**src/rtl/lhs_pkg.sv**
```systemverilog
// ----------------------------------------------------------------------------
// lhs_pkg
// shared types and codes of the latency histogram monitor
// ----------------------------------------------------------------------------
package lhs_pkg;

  localparam logic OP_RECORD = 1'b0;
  localparam logic OP_READ   = 1'b1;

  localparam logic [2:0] CFG_BUCKET_WIDTH = 3'd0;
  localparam logic [2:0] CFG_SCALE_MULT   = 3'd1;
  localparam logic [2:0] CFG_SCALE_SHIFT  = 3'd2;
  localparam logic [2:0] CFG_SWAP_MASK    = 3'd3;
  localparam logic [2:0] CFG_SCALE_MASK   = 3'd4;

  localparam int MASK_TYPES = 6;

  typedef struct packed {
    logic [15:0] bucket_width;
    logic [15:0] scale_mult;
    logic [4:0]  scale_shift;
    logic [5:0]  swap_mask;
    logic [5:0]  scale_mask;
  } lhs_cfg_t;

  // classified request handed from front to back
  typedef struct packed {
    logic        opcode;
    logic        bad_slot;
    logic [1:0]  thread_id;
    logic [2:0]  lat_kind;
    logic [31:0] lat_raw;
    logic        do_scale;
    logic [6:0]  bucket_index;
  } lhs_entry_t;

  typedef struct packed {
    logic [31:0] latency_value;
    logic [31:0] average_value;
    logic [31:0] maximum_value;
    logic [31:0] sample_total;
    logic [31:0] bucket_count;
    logic        new_maximum;
    logic        overflow_flag;
  } lhs_res_t;

endpackage

```
**src/rtl/lhs_if.sv**
```systemverilog
// ----------------------------------------------------------------------------
// lhs channel interfaces
// request, result and register write channels
// ----------------------------------------------------------------------------
interface lhs_item_if;
  logic        valid;
  logic        ready;
  logic        opcode;
  logic [1:0]  thread_id;
  logic [2:0]  lat_kind;
  logic [31:0] start_stamp;
  logic [31:0] end_stamp;
  logic [6:0]  bucket_index;
  modport source (output valid, opcode, thread_id, lat_kind, start_stamp,
                  end_stamp, bucket_index, input ready);
  modport sink (input valid, opcode, thread_id, lat_kind, start_stamp,
                end_stamp, bucket_index, output ready);
endinterface


```
**src/rtl/lhs_front.sv**
```systemverilog
// ----------------------------------------------------------------------------
// lhs_front
// accepts requests, checks the slot and forms the raw latency
// ----------------------------------------------------------------------------
module lhs_front import lhs_pkg::*; #(
  parameter int THREAD_SLOTS = 4,
  parameter int TYPE_COUNT   = 6
) (
  input  logic       clk,
  input  logic       rst,
  input  lhs_cfg_t   cfg_regs,
  lhs_item_if.sink   item,
  output logic       push_valid,
  output lhs_entry_t push_data,
  input  logic       push_ready
);

  logic       full;
  lhs_entry_t ent;
  lhs_entry_t ent_next;
  logic       swap;

  assign item.ready = !full || push_ready;
  assign push_valid = full;
  assign push_data  = ent;

  always_comb begin
    swap = 1'b0;
    ent_next.do_scale = 1'b0;
    if (int'(item.lat_kind) < MASK_TYPES) begin
      swap = cfg_regs.swap_mask[item.lat_kind];
      ent_next.do_scale = cfg_regs.scale_mask[item.lat_kind];
    end
    ent_next.opcode       = item.opcode;
    ent_next.bad_slot     = (int'(item.thread_id) >= THREAD_SLOTS) ||
                            (int'(item.lat_kind) >= TYPE_COUNT);
    ent_next.thread_id    = item.thread_id;
    ent_next.lat_kind     = item.lat_kind;
    ent_next.lat_raw      = swap ? (item.start_stamp - item.end_stamp)
                                 : (item.end_stamp - item.start_stamp);
    ent_next.bucket_index = item.bucket_index;
  end

  always_ff @(posedge clk) begin
    if (rst) begin
      full <= 1'b0;
    end else if (item.valid && item.ready) begin
      full <= 1'b1;
    end else if (push_ready) begin
      full <= 1'b0;
    end
    if (item.valid && item.ready) begin
      ent <= ent_next;
    end
  end

endmodule

```
**src/flat_wrapper.sv**
```systemverilog
// flat-port wrapper written by rule: the top's interface ports become plain ports
module lhs_front_flat import lhs_pkg::*;
#(
  parameter int THREAD_SLOTS = 4,
  parameter int TYPE_COUNT   = 6
)
  (clk, rst, cfg_regs, push_valid, push_data, push_ready, item_valid, item_opcode, item_thread_id, item_lat_kind, item_start_stamp, item_end_stamp, item_bucket_index, item_ready);
  lhs_item_if item_i ();
  input  logic clk;
  input  logic rst;
  input  lhs_cfg_t cfg_regs;
  output logic push_valid;
  output lhs_entry_t push_data;
  input  logic push_ready;
  input wire logic [$bits(item_i.valid)-1:0] item_valid;
  input wire logic [$bits(item_i.opcode)-1:0] item_opcode;
  input wire logic [$bits(item_i.thread_id)-1:0] item_thread_id;
  input wire logic [$bits(item_i.lat_kind)-1:0] item_lat_kind;
  input wire logic [$bits(item_i.start_stamp)-1:0] item_start_stamp;
  input wire logic [$bits(item_i.end_stamp)-1:0] item_end_stamp;
  input wire logic [$bits(item_i.bucket_index)-1:0] item_bucket_index;
  output wire logic [$bits(item_i.ready)-1:0] item_ready;
  assign item_i.valid = item_valid;
  assign item_i.opcode = item_opcode;
  assign item_i.thread_id = item_thread_id;
  assign item_i.lat_kind = item_lat_kind;
  assign item_i.start_stamp = item_start_stamp;
  assign item_i.end_stamp = item_end_stamp;
  assign item_i.bucket_index = item_bucket_index;
  assign item_ready = item_i.ready;
  lhs_front #(.THREAD_SLOTS(THREAD_SLOTS), .TYPE_COUNT(TYPE_COUNT)) u_core (.clk(clk), .rst(rst), .cfg_regs(cfg_regs), .item(item_i), .push_valid(push_valid), .push_data(push_data), .push_ready(push_ready));
endmodule
```
**config.mk**
```make
export PLATFORM = sky130hd
export DESIGN_NAME = lhs_front_flat
export DESIGN_NICKNAME = d
export VERILOG_FILES = /design/src/rtl/lhs_pkg.sv /design/src/rtl/lhs_if.sv /design/src/rtl/lhs_front.sv /design/src/flat_wrapper.sv
export SDC_FILE = /design/constraint.sdc
export NUM_CORES = 1
export LEC_CHECK = 0
export CORE_MARGIN = 2
export CORE_UTILIZATION = 50
export CTS_CLUSTER_SIZE = 24
export DETAILED_ROUTE_END_ITERATION = 7
export DONT_BUFFER_PORTS = 1
export PLACE_DENSITY = 0.66
export SLEW_MARGIN = 5
export SYNTH_ARGS = -nofsm -noshare
export SYNTH_HDL_FRONTEND = slang
export SYNTH_SLANG_ARGS = --single-unit
```
**constraint.sdc**
```tcl
create_clock -name clk -period 3.5 [get_ports clk]
set_input_delay 0.35 -clock clk [delete_from_list [all_inputs] [get_ports clk]]
set_output_delay 0.35 -clock clk [all_outputs]
set_load 0.02 [all_outputs]
```
# Word-level counts from Yosys, hierarchy flattened
# Cells that the tools add are included.
# W data, S select, Z words.
[word_totals]
input_bits = 130
out_inout_bits = 49
word_cells = 25
latchBits = 0
n_memories = 0
regBits = 48
romBits = 0
ram_bits = 0
[classes]
multipliers = 0
addsub = 2
mux = 8
n_lt_le_gt_ge = 3
eq_ne = 0
n_reduce_logical = 4
shifts = 0
bitwise = 0
div_mod_pow = 0
[ops]
columns = ["operator", "count"]
rows = [
  ["$sub A32 B32 Y32", 2],
  ["$mux W32", 1],
  ["$bmux W1 S3", 2],
  ["$mux W1", 5],
  ["$lt A3 B4 Y1 const B", 1],
  ["$ge A3 B3 Y1 const B", 1],
  ["$lt A3 B3 Y1 const B", 1],
  ["$reduce_bool A2 Y1", 1],
  ["$logic_and A1 B1 Y1", 1],
  ["$logic_not A1 Y1", 1],
  ["$logic_or A1 B1 Y1", 1],
]

# Depth between registers and ports, before layout
[depth]
word_depth = 4
depth_mapped = 10
mapped_depth_nobuf = 10

# Worst setup path after synthesis
# OpenSTA, ideal clock, no wires.
[synth_timing]
path_kind = "in2reg"
from = "input item_start_stamp[0]"
to = "register u_core.ent (netlist bit u_core.push_data[24]) (data pin)"
t_required_ns = 3.237
slack_ns = 0.922
arrival_time_ns = 2.314
cell_stages = 10
path_buffers = 0
cell_sequence = "inv_1 > ha_1 > fa_1 > nand2b_1 > a21oi_1 > o21ai_0 > a211o_4 > a2111oi_4 > nor3_2 > xnor2_1"
[synth_rtl]
columns = ["element", "line", "rtl"]
rows = [
  ["start: declaration", "flat_wrapper.sv:19", "input wire logic [$bits(item_i.start_stamp)-1:0] item_start_stamp;"],
  ["end signal: assignment", "lhs_front.sv:53", "ent <= ent_next;"],
  ["end: declaration", "lhs_front.sv:19", "lhs_entry_t ent;"],
]

==> results.ini <==
[detailed_routing]
routed_wl_mm=15.2
ant_nets=0
vias_per_cell=6.30
drc=0
vias=4692
first_iter_violations=268
wl_per_cell_um=20.4
dr.pass1.iters=5

[timing]
holdWs_ps=103
setup_ws_ps=647
period_minus_slack_ps=2850
slew_viol_final=0
skew_ps=4.99
final.setup.tns_ps=0
fmax_mhz=350
setup-violations-final=0
timing.slew.headroom=0.295
tightest_slew_ps=1060
rsz0062_at_grt=false
post-route-period-util=0.815
hold_violations=0

[synthesis]
ys.flop_type=edfxtp_1
synth_seq_area_share=0.274
yosys_warnings=0
synth_top_area_cell=edfxtp_1
synthCells=626
syn-cell-area_mm2=0.00522
syn-num-nets=822
synth_edf_count=47
ys_types=60
synthTopCellsByArea=edfxtp_1 27%, ha_1 15%, a21oi_1 7.3%
ys_ff_latch=48
yosys-top-cells-count=76 x a21oi_1, 73 x inv_1, 64 x ha_1, 50 x o21ai_0, 47 x edfxtp_1
async_flop_share=0
avgSynthCellArea_um2=8.34
synth_top_area_frac=0.270
yosysMostFrequentCell=a21oi_1

[power]
power_density_mw_per_mm2=394
switching_share=0.362
pwr-share-seq=0.399
power.leakage_nw=2.28
p_clk_frac=0.255
pwr-share-comb=0.346
p_switching_uw=775
power.internal_mw=1.36
ir_drop_v=0.000243

[worst_setup_path]
end_kind=flip-flop
cp_data_required_time_ps=3630
critPathMaxFanout=4
arrival_ps=2980
cp-start-kind=primary input
path_class=primary input to flip-flop

[clock_network]
cts_tree=done
cts_root_buf=clkbuf_8
clkTransAtPathRegs_ps=90
cts_resized=0
cts_buffers=5
htreeDepth=2
cts_hold_buf=0
clock_sinks=48
insertion_delay_ps=310
cts_setup_buffers=0
clock_path_buffers=2

[worst_hold_path]
hold_path_class=primary input to flip-flop

[floorplanning]
initial_utilization=0.510
fp.dieW_um=106
die_area_mm2=0.0113
rows=37
core-area_mm2=0.0102
floorplan.io_pins=179
die_h_um=106

[status]
status=finished clean

[grt]
grt_max_degree=48
grt_pass1_wl_mm=23.6
grt_remaining_overflow=0
antenna_found_initial=0
grt_pass1_vias=4459
grt_use_total=0.269

[finish]
drive_above_1_share=0.0558
fillerInstances=966
synthToLayoutAreaGrowth_pct=4.12
stdcell_area_mm2=0.00544
nets=804
antenna_cells=0

[job]
cap_violations=0

[place]
globalplace.congestion=0.909
placed_area_mm2=0.00528
numPortBuffers=0
pre_cts_slack_ps=419
dp.final_hpwl_mm=12.5

## power by group through the flow
| stage | logic, mW | registers (mW) | clock network [mW] |
|---|---|---|---|
| after CTS | 0.730 | 0.854 | 0.554 |
| after global placement | 0.723 | 0.865 | 0 |
| after global routing | 0.813 | 0.859 | 0.573 |
| final | 0.741 | 0.852 | 0.546 |
| after floorplan | 0.550 | 0.855 | 0 |
| after detailed placement | 0.725 | 0.867 | 0 |
## stage by stage
stage | std cells | utilization | total power [mW]
after global routing | 745 | 0.531 | 2.25
after global placement | 737 | 0.516 | 1.59
final | 745 | 0.531 | 2.14
after CTS | 745 | 0.531 | 2.14
after floorplan | 626 | - | 1.41
after detailed placement | 737 | 0.516 | 1.59
## final cells by class
cell class                 instances  area [um^2]  share of cell area
clock inverter                     3         90.1              0.0166
timing repair buffer               3         22.5             0.00414
inverter                          73          274              0.0504
clock buffer                       5         68.8              0.0127
sequential                        48         1430               0.263
multi-input combinational        477         3380               0.622
tap                              136          170              0.0313
## cell usage in the layout (no fill, tap or decap), drive strengths merged, types with 10 or more instances in the layout
cell     n
nor2    41
nand4   11
a21o    10
nand2   44
nand3   14
o21ai   51
ha      64
xnor2   17
inv     73
nor3    15
o211ai  10
a21oi   78
xor2    12
edfxtp  47
## worst paths after layout
path                     startpoint                   end  slack (ps)  depth (start not counted)
setup / recovery  item_end_stamp[0]  u_core.push_data[30]         650                         10
hold / removal                  rst     u_core.push_valid         100                          1
setup reg to reg  u_core.push_valid  u_core.push_data[11]        1570                          2
hold reg to reg   u_core.push_valid     u_core.push_valid         770                          2
## cell families (layout without fill, tap and decap cells)
family,after synthesis,count (layout),share of synthesized area
simple gates,157,157,0.146
flops,48,48,0.274
xor+xnor,29,29,0.0487
buf+inv,101,84,0.0789
compound gates,213,213,0.262
mux,12,12,0.0292
fa+ha+maj,66,66,0.161
## routing by layer
layer / global-route usage / vias to the layer above / wire length (um)
li1: - / 2221 / -
met1: 0.376 / 2206 / 6770
met2: 0.432 / 251 / 6840
met3: 0.0448 / 14 / 1310
met4: 0.0705 / 0 / 258
met5: 0 / - / 0
## worst max-delay path, cell delays in order
cell and delay [ps]:
inv_1 40, ha_1 210, fa_1 390, nor2b_1 160, o2111ai_1 110, and3_1 230
a2111oi_0 750, o31ai_1 260, o21ai_0 230, xor2_1 240
## registers in the layout, summed over array words and instances, names as in the netlist
name / cells
u_core.push_data: 47
u_core.push_valid: 1
(Power assumes the default switching activity.)
