**src/rtl/lhs_pkg.sv**
```systemverilog
// ----------------------------------------------------------------------------
// lhs_pkg
// shared types and codes of the latency histogram monitor
// ----------------------------------------------------------------------------
package lhs_pkg;

  localparam logic OP_RECORD = 1'b0;
  localparam logic OP_READ   = 1'b1;

  localparam logic [2:0] CFG_BUCKET_WIDTH = 3'd0;
  localparam logic [2:0] CFG_SCALE_MULT   = 3'd1;
  localparam logic [2:0] CFG_SCALE_SHIFT  = 3'd2;
  localparam logic [2:0] CFG_SWAP_MASK    = 3'd3;
  localparam logic [2:0] CFG_SCALE_MASK   = 3'd4;

  localparam int MASK_TYPES = 6;

  typedef struct packed {
    logic [15:0] bucket_width;
    logic [15:0] scale_mult;
    logic [4:0]  scale_shift;
    logic [5:0]  swap_mask;
    logic [5:0]  scale_mask;
  } lhs_cfg_t;

  // classified request handed from front to back
  typedef struct packed {
    logic        opcode;
    logic        bad_slot;
    logic [1:0]  thread_id;
    logic [2:0]  lat_kind;
    logic [31:0] lat_raw;
    logic        do_scale;
    logic [6:0]  bucket_index;
  } lhs_entry_t;

  typedef struct packed {
    logic [31:0] latency_value;
    logic [31:0] average_value;
    logic [31:0] maximum_value;
    logic [31:0] sample_total;
    logic [31:0] bucket_count;
    logic        new_maximum;
    logic        overflow_flag;
  } lhs_res_t;

endpackage

```
**src/rtl/lhs_queue.sv**
```systemverilog
// ----------------------------------------------------------------------------
// lhs_queue
// two-entry queue between front and back
// ----------------------------------------------------------------------------
module lhs_queue import lhs_pkg::*; (
  input  logic       clk,
  input  logic       rst,
  input  logic       push_valid,
  input  lhs_entry_t push_data,
  output logic       push_ready,
  output logic       pop_valid,
  output lhs_entry_t pop_data,
  input  logic       pop_ready
);

  lhs_entry_t slots [2];
  logic       wr_ptr;
  logic       rd_ptr;
  logic [1:0] count;
  logic       do_push;
  logic       do_pop;

  assign push_ready = (count != 2'd2);
  assign pop_valid  = (count != 2'd0);
  assign pop_data   = slots[rd_ptr];
  assign do_push    = push_valid && push_ready;
  assign do_pop     = pop_valid && pop_ready;

  always_ff @(posedge clk) begin
    if (rst) begin
      wr_ptr <= 1'b0;
      rd_ptr <= 1'b0;
      count  <= 2'd0;
    end else begin
      if (do_push) wr_ptr <= !wr_ptr;
      if (do_pop) rd_ptr <= !rd_ptr;
      if (do_push && !do_pop) count <= count + 2'd1;
      else if (do_pop && !do_push) count <= count - 2'd1;
    end
    if (do_push) begin
      slots[wr_ptr] <= push_data;
    end
  end

endmodule

```
**config.mk**
```make
export PLATFORM = sky130hd
export DESIGN_NAME = lhs_queue
export DESIGN_NICKNAME = d
export VERILOG_FILES = /design/src/rtl/lhs_pkg.sv /design/src/rtl/lhs_queue.sv
export SDC_FILE = /design/constraint.sdc
export NUM_CORES = 1
export LEC_CHECK = 0
export CAP_MARGIN = 20
export CORE_ASPECT_RATIO = 0.7
export CORE_UTILIZATION = 35
export DETAILED_ROUTE_END_ITERATION = 12
export DONT_BUFFER_PORTS = 1
export GPL_ROUTABILITY_DRIVEN = 0
export PLACE_DENSITY = 0.6
export SYNTH_ARGS = -nofsm -noshare
export SYNTH_HDL_FRONTEND = slang
export SYNTH_SLANG_ARGS = --single-unit
```
**constraint.sdc**
```tcl
create_clock -name clk -period 2.6 [get_ports clk]
set_clock_uncertainty 0.1 [all_clocks]
set_input_delay 0.26 -clock clk [delete_from_list [all_inputs] [get_ports clk]]
set_output_delay 0.26 -clock clk [all_outputs]
set_load 0.005 [all_outputs]
```
* After elaboration in Yosys (flattened, before gate mapping)
Memories as Yosys holds them, arrays and structs flattened. A register that Yosys moved wholly into a read port is not among the register bits.
Index checks and enable logic that the tools add are counted.
** Word-level totals
- Flip-flop bits (word level) :: 4
- Memory bits (writable) :: 94
- Bits of input ports :: 51
- Output and inout bits :: 49
- Memories :: 1
** Cells by class
- Add/subtract/negate cells :: 2
- Equal/unequal tests :: 1
- Mux-type cells :: 6
- Reductions and logical operators :: 10
** Memories
- slots :: depth 2, bits a word 47, read ports 1, clocked after memory_dff 1, write ports 1, RTL line lhs_queue.sv:16 : lhs_entry_t slots [2];
** Operator list (number)
- $logic_and A1 B1 Y1 :: 4
- $logic_not A1 Y1 :: 4
- $mux W1 :: 4
- $mux W2 :: 2
- $reduce_bool A2 Y1 :: 2
- $add A2 B1 Y2 const B :: 1
- $ne A2 B2 Y1 const B :: 1
- $sub A2 B1 Y2 const B :: 1

* Logic depth before layout (Yosys ltp)
Gate-level depths: netlist (run 1).
- Word-level depth :: 6
- Mapped depth :: 6
- Mapped depth without buffers :: 6

* Worst setup path before layout (run 1)
OpenSTA, ideal clock, no wires.
- Path kind :: reg2reg
- Start point :: register count[0]
- End point :: memory slots[1][0] (netlist bit) (enable)
- Library setup time :: 0.409 ns
- Arrival time :: 1.765 ns
- Path slack :: 0.325 ns
- Stages on the path, launching flop included :: 3
- Clock period less this slack :: 2.275 ns
- Path through :: dfxtp_1 > nand2b_1 > and3_1
** On the way
- Cells in the longest elaborated chain, start to end :: 4
** RTL lines
- start, declared :: RTL line lhs_queue.sv:19 : logic [1:0] count;
- start signal, assigned :: RTL line lhs_queue.sv:37 : if (do_push && !do_pop) count <= count + 2'd1;
- start signal, assigned :: RTL line lhs_queue.sv:38 : else if (do_pop && !do_push) count <= count - 2'd1;
- $ne A2 B2 Y1 :: RTL line lhs_queue.sv:23 : assign push_ready = (count != 2'd2);
- via push_ready :: RTL line lhs_queue.sv:10 : output logic push_ready,
- $logic_and A1 B1 Y1 :: RTL line lhs_queue.sv:26 : assign do_push = push_valid && push_ready;
- $mux W1 :: RTL line lhs_queue.sv:40 : if (do_push) begin
- $mux W1 (not written as such) :: RTL line lhs_queue.sv:41 : slots[wr_ptr] <= push_data;
- end, declared :: RTL line lhs_queue.sv:16
The timed path passes the listed nets, and every way through them passes these cells.

==> impl_metrics.toml, run 1 <==
[status]
outcome = "completed"

[worst_setup_path]
cp_cell_sequence = "buf_12 > mux2_2"
worstReg2RegEnd = "count[1]"
max_stage_delay_ns = 0.61
reg2reg_depth = 5
critPathLaunchType = "register"
r2r-start = "count[0]"
cp_max_fo = 31
cp.arrival_ns = 1.63
critPathKind = "register to output pin"
cp_slowest_cell = "dfxtp_2"
rrSetupSlack_ns = 0.80
crit_path_end_kind = "output pin"
required_ns = 2.24

[global_route]
grt_max_degree = 48
antenna_found_initial = 0
first_global_vias = 1684
gr-total-overflow = 0
grt_pass1_wl_um = 8600
grtUsageTotal = 0.114

[yosys]
ys_seq_area_frac = 0.808
synth_top_family_by_area = "multiplexers"
ys_seq_elements = 99
syn-cell-area_um2 = 3620
yosysTopAreaCellShare = 0.780
synthArstFlopShare = 0
synth_compound_area_frac = 0.00830
muxShareOfSynthArea = 0.146
synth_flop_cell = "edfxtp_1"
ys_types = 18
avgSynthCellArea_um2 = 21.3
yosysTopAreaCell = "edfxtp_1"
synth_simple_gate_area_frac = 0.0138
ys_warn_count = 0
synth_cells = 170
synth_fp_nets = 222
synth_xor_area_frac = 0.00726
synth_edf_count = 94
synthTopCellsByArea = "edfxtp_1 78%, mux2_2 15%, dfxtp_1 2.8%, buf_6 0.93%, xor2_1 0.73%"
synth_common_cells = "94 x edfxtp_1, 47 x mux2_2, 5 x dfxtp_1"
synthAdderAreaFrac = 0.00346
yosysMostFrequentCell = "edfxtp_1"

[finish]
fin_util = 0.464
drive_gt1_frac = 0.299
instances_no_fill = 359
area_growth_pct = 26.7
layout.nets = 279
n_antenna_cell = 0

[floorplanning]
dieArea_um2 = 10800
num_io_pins = 100
die_h_um = 87.1
start_util = 0.367
rows = 30
die_w_um = 124
core-area_um2 = 9870

[clock_tree]
cts_tree = "yes"
htreeDepth = 3
cts-root-buf = "clkbuf_16"
cts_buffer_depth = 2
clk_latency_ns = 0.33
cts.sinks = 99
post_cts_buffers = 0
cts_made_buffers = 9
clkSlewWorstSetupHoldPaths_ns = 0.06

[power_and_ir_drop]
powerDensity_nw_per_um2 = 920
p_leak_nw = 1.52
power_mw = 4.22
ir_drop_uv = 470

[detailed_routing]
wirelength_um = 5930
remaining_drc_errors = 0
vias = 1686
drt.antenna.violating_nets = 0
drt_iter0_markers = 41
viasPerCell = 4.70
routedWlPerCell_um = 16.5
drt-pass1-iter-count = 3

[sta]
slew_headroom = 0.702
setup_violations = 0
period_share = 0.765
fin_hold_ws_ns = 0.0287
tightest_slew_ns = 0.447
hold_viol_final = 0
rsz0062_at_grt = "false"
period_minus_slack_ns = 1.99
finalSetupTns_ns = 0
maxSlewViolCount = 0
clock.fmax_mhz = 503

[hold_path]
hold_end = "wr_ptr"
worst_hold_startpoint = "push_valid"
hold_depth = 2
hold_path.class = "primary input to register"

[placed_design]
io_buffers = 0
dp_hpwl_um = 3470
dp.cells = 296

[job]
maxCapViolCount = 0
state kept, by name, indices dropped and copies added (netlist names), named ones only:
register,cells
wr_ptr,1
slots,94
rd_ptr,1
count,2
cells by family after synthesis:
family,count (synthesis)
flops,99
mux,47
simple gates,9
buf+inv,6
compound gates,5
xor+xnor,3
fa+ha+maj,1
power breakdown:
group | total [mW] | switching (mW) | internal (mW) | leakage, nW
logic | 0.779 | 0.391 | 0.387 | 0.457
registers | 2.08 | 0.0913 | 1.99 | 0.919
clock network | 1.35 | 0.525 | 0.830 | 0.149
through the flow:
step	instance area (um2)	worst slack, ns
2_1_floorplan	3620	0.325
3_3_place_gp	3800	0.899
3_5_place_dp	3800	0.830
4_1_cts	4580	0.550
5_1_grt	4580	0.500
6_report	4580	0.612
per-layer routing:
metal | share of wire | vias up | track usage
met5 | 0 | - | 0
met4 | 0.016 | 0 | 0.0526
met3 | 0.11 | 11 | 0.0654
met2 | 0.47 | 72 | 0.185
met1 | 0.41 | 825 | 0.121
li1 | - | 778 | -
placed cells by master, fill, tap and decap left out:
master	instances
a21bo_2	1
a21oi_1	2
and2_1	1
and3_2	1
buf_12	3
bufinv_16	2
clkbuf_16	9
clkinv_1	1
clkinv_2	2
clkinvlp_4	1
dfxtp_1	4
dfxtp_2	1
dlygate4sd3_1	48
edfxtp_1	94
ha_1	1
inv_2	1
mux2_2	47
nand2b_1	1
nand3b_1	1
nor2_1	3
o21ai_0	2
or2_2	1
or3_1	1
xor2_1	3
how the worst max path moves through the flow:
| stage | startpoint | to | slack (ns) |
|---|---|---|---|
| 2_1_floorplan | count[0] | slots[1][0] | 0.33 |
| 3_3_place_gp | count[0] | count[1] | 0.90 |
| 3_5_place_dp | count[0] | count[1] | 0.83 |
| 4_1_cts | register | pop_data[34] | 0.55 |
| 5_1_grt | register | pop_data[34] | 0.50 |
| 6_report | register | pop_data[8] | 0.61 |
worst max-delay path, delay by kind of cell (launching register included):
| family | cells | cell delay [ns] |
|---|---|---|
| flops | 1 | 0.61 |
| buf+inv | 1 | 0.27 |
| mux | 1 | 0.39 |
timing repair:
action,CTS,global route
hold endpoints to repair,99,0
gates resized for setup,0,0
hold buffers,48,0
layout make-up:
type                       instances  area (um2)
fill                             837        5290
sequential                        99        2920
multi-input combinational         65         649
timing repair buffer              51         541
clock buffer                       9         225
tap                              128         160
clock inverter                     6        81.3
inverter                           1        3.75
Note: power is estimated with default switching activity, not from simulation.
==> run 2: changes to the inputs <==
Settings changed: PLACE_DENSITY 0.6 to 0.62.
Clock period 2.6 ns to 1.6 ns, I/O delays scaled along.
==> run 2 against run 1 <==
  * Global-route usage grew 0.93 points
  * Highest routed layer unchanged
  * Flip-flop and latch count unchanged
  * Die area is the same
  * Wire length increased by 6.7%
  * Sequential power up 62%
  * Critical path depth up 4
  * Critical endpoint is now count[1]
==> impl_metrics.toml, run 2 (synthesis gave the netlist of run 1 again) <==
[hold_path]
hold_end = "count[1]"
hold_depth = 4
worst_hold_startpoint = "push_valid"
hold_path.class = "primary input to register"

[detailed_routing]
wirelength_um = 6330
viasPerCell = 4.69
drt-pass1-iter-count = 4
vias = 1732
drt_iter0_markers = 72
remaining_drc_errors = 0
routedWlPerCell_um = 17.1
drt.antenna.violating_nets = 0

[worst_setup_path]
r2r-start = "count[0]"
cp_max_fo = 3
critPathKind = "register to register"
cp_cell_sequence = "nand2b_4 > and2_4 > ha_4 > xor2_2 > or3_4 > a21oi_2"
cp_slowest_cell = "or3_4"
max_stage_delay_ns = 0.36
crit_path_end_kind = "register"
critPathLaunchType = "register"
worstReg2RegEnd = "count[1]"
required_ns = 1.76
rrSetupSlack_ns = 0.01
cp.arrival_ns = 1.74
reg2reg_depth = 6

[power_and_ir_drop]
power_mw = 6.84
powerDensity_nw_per_um2 = 1450
p_leak_nw = 1.57
ir_drop_uv = 749

[floorplanning]
num_io_pins = 100
dieArea_um2 = 10800
core-area_um2 = 9870
die_w_um = 124
start_util = 0.367
rows = 30
die_h_um = 87.1

[finish]
layout_commonest_cell = "edfxtp_1"
instances_no_fill = 369
area_growth_pct = 30.3
largest_register_ffs = 94
n_antenna_cell = 0
layout_common_cells = "94 x edfxtp_1, 49 x dlygate4sd3_1, 47 x mux2_2"
layout.nets = 288
design_area_um2 = 4710
largest_registers = "slots (94), count (2)"
drive_gt1_frac = 0.349
nFillCells = 857
top_register = "slots"

[placed_design]
dp.cells = 302
dp_hpwl_um = 3830
io_buffers = 0
place_area_um2 = 3880

[job]
maxCapViolCount = 0

[clock_tree]
cts_tree = "yes"
htreeDepth = 3
cts_made_buffers = 9
clk_latency_ns = 0.33
cts-root-buf = "clkbuf_16"
cts.sinks = 99
clkSlewWorstSetupHoldPaths_ns = 0.06
cts_buffer_depth = 2

[sta]
tightest_slew_ns = 0.282
slew_headroom = 0.811
clock.fmax_mhz = 630
fin_hold_ws_ns = 0.187
rsz0062_at_grt = "true"
period_share = 0.992
hold_viol_final = 0
maxSlewViolCount = 0
period_minus_slack_ns = 1.59
setup_violations = 0
finalSetupTns_ns = 0

[status]
outcome = "completed"

[global_route]
grtUsageTotal = 0.123
first_global_vias = 1893
grt_pass1_wl_um = 9370
antenna_found_initial = 0
gr-total-overflow = 0
grt_max_degree = 32
## run 2: cell types whose count changed in the layout (fill, tap and decap cells not counted), moves of 2 or more
cell	before	now
clkbuf_1	0	2
buf_4	0	4
bufinv_16	2	0
dfxtp_1	4	2
buf_12	3	6
## run 2: power breakdown
part | internal (mW) | leakage, nW | total, mW | switching (mW)
Sequential | 3.25 | 0.920 | 3.36 | 0.110
Clock | 1.05 | 0.127 | 1.89 | 0.846
Combinational | 0.844 | 0.519 | 1.59 | 0.749
## run 2: repair_timing
item | 4_1_cts | 5_1_grt
gates resized for setup | 3 | 9
cloned | 0 | 1
buffers inserted | 1 | 0
hold buffers | 49 | 0
hold endpoints to repair | 99 | 0
setup endpoints to repair | 3 | 28
pin swaps | 1 | 3
## run 2: worst max-delay path by stage
| stage | start | endpoint | slack, ns | cells past startpoint |
|---|---|---|---|---|
| final | count[0] | count[1] | 0.01 | 6 |
| after global routing | count[1] | count[1] | -0.03 | 5 |
| after CTS | register | pop_data[12] | 0.008 | 2 |
| after detailed placement | count[1] | count[1] | -0.03 | 6 |
| after global placement | count[0] | count[1] | 0.06 | 6 |
| after floorplan | count[0] | slots[0][0] | -0.19 | 3 |
## run 2: critical path: cells and delay by family, from the launching register on
family,cells,cell delay (ns)
AND/OR/NAND/NOR,3,0.63
flip-flops,1,0.32
AO/OA/AOI/OAI,1,0.16
adder cells (fa/ha/maj),1,0.15
XOR/XNOR,1,0.14
## run 2: per-stage QoR
step | setup slack [ns] | util
floorplan | -0.189 | -
global placement | 0.0645 | 0.393
detailed placement | -0.0306 | 0.393
CTS | 0.00760 | 0.471
global route | -0.0326 | 0.477
finish | 0.0124 | 0.477
## run 2: routing by layer
layer	vias to the layer above	track usage	share of wire	wire length, um
met5	-	0	0	0
met4	0	0.0657	0.021	131
met3	14	0.0635	0.095	599
met2	78	0.197	0.47	2970
met1	844	0.134	0.41	2620
li1	796	-	-	-
## run 2: area by class of cell
| class | count | area, um2 | area share |
|---|---|---|---|
| clock buffer | 11 | 233 | 0.0494 |
| inverter | 1 | 7.51 | 0.00159 |
| tap | 128 | 160 | 0.0340 |
| timing repair buffer | 60 | 666 | 0.141 |
| multi-input combinational | 65 | 688 | 0.146 |
| sequential | 99 | 2930 | 0.621 |
| clock inverter | 5 | 30.0 | 0.00637 |
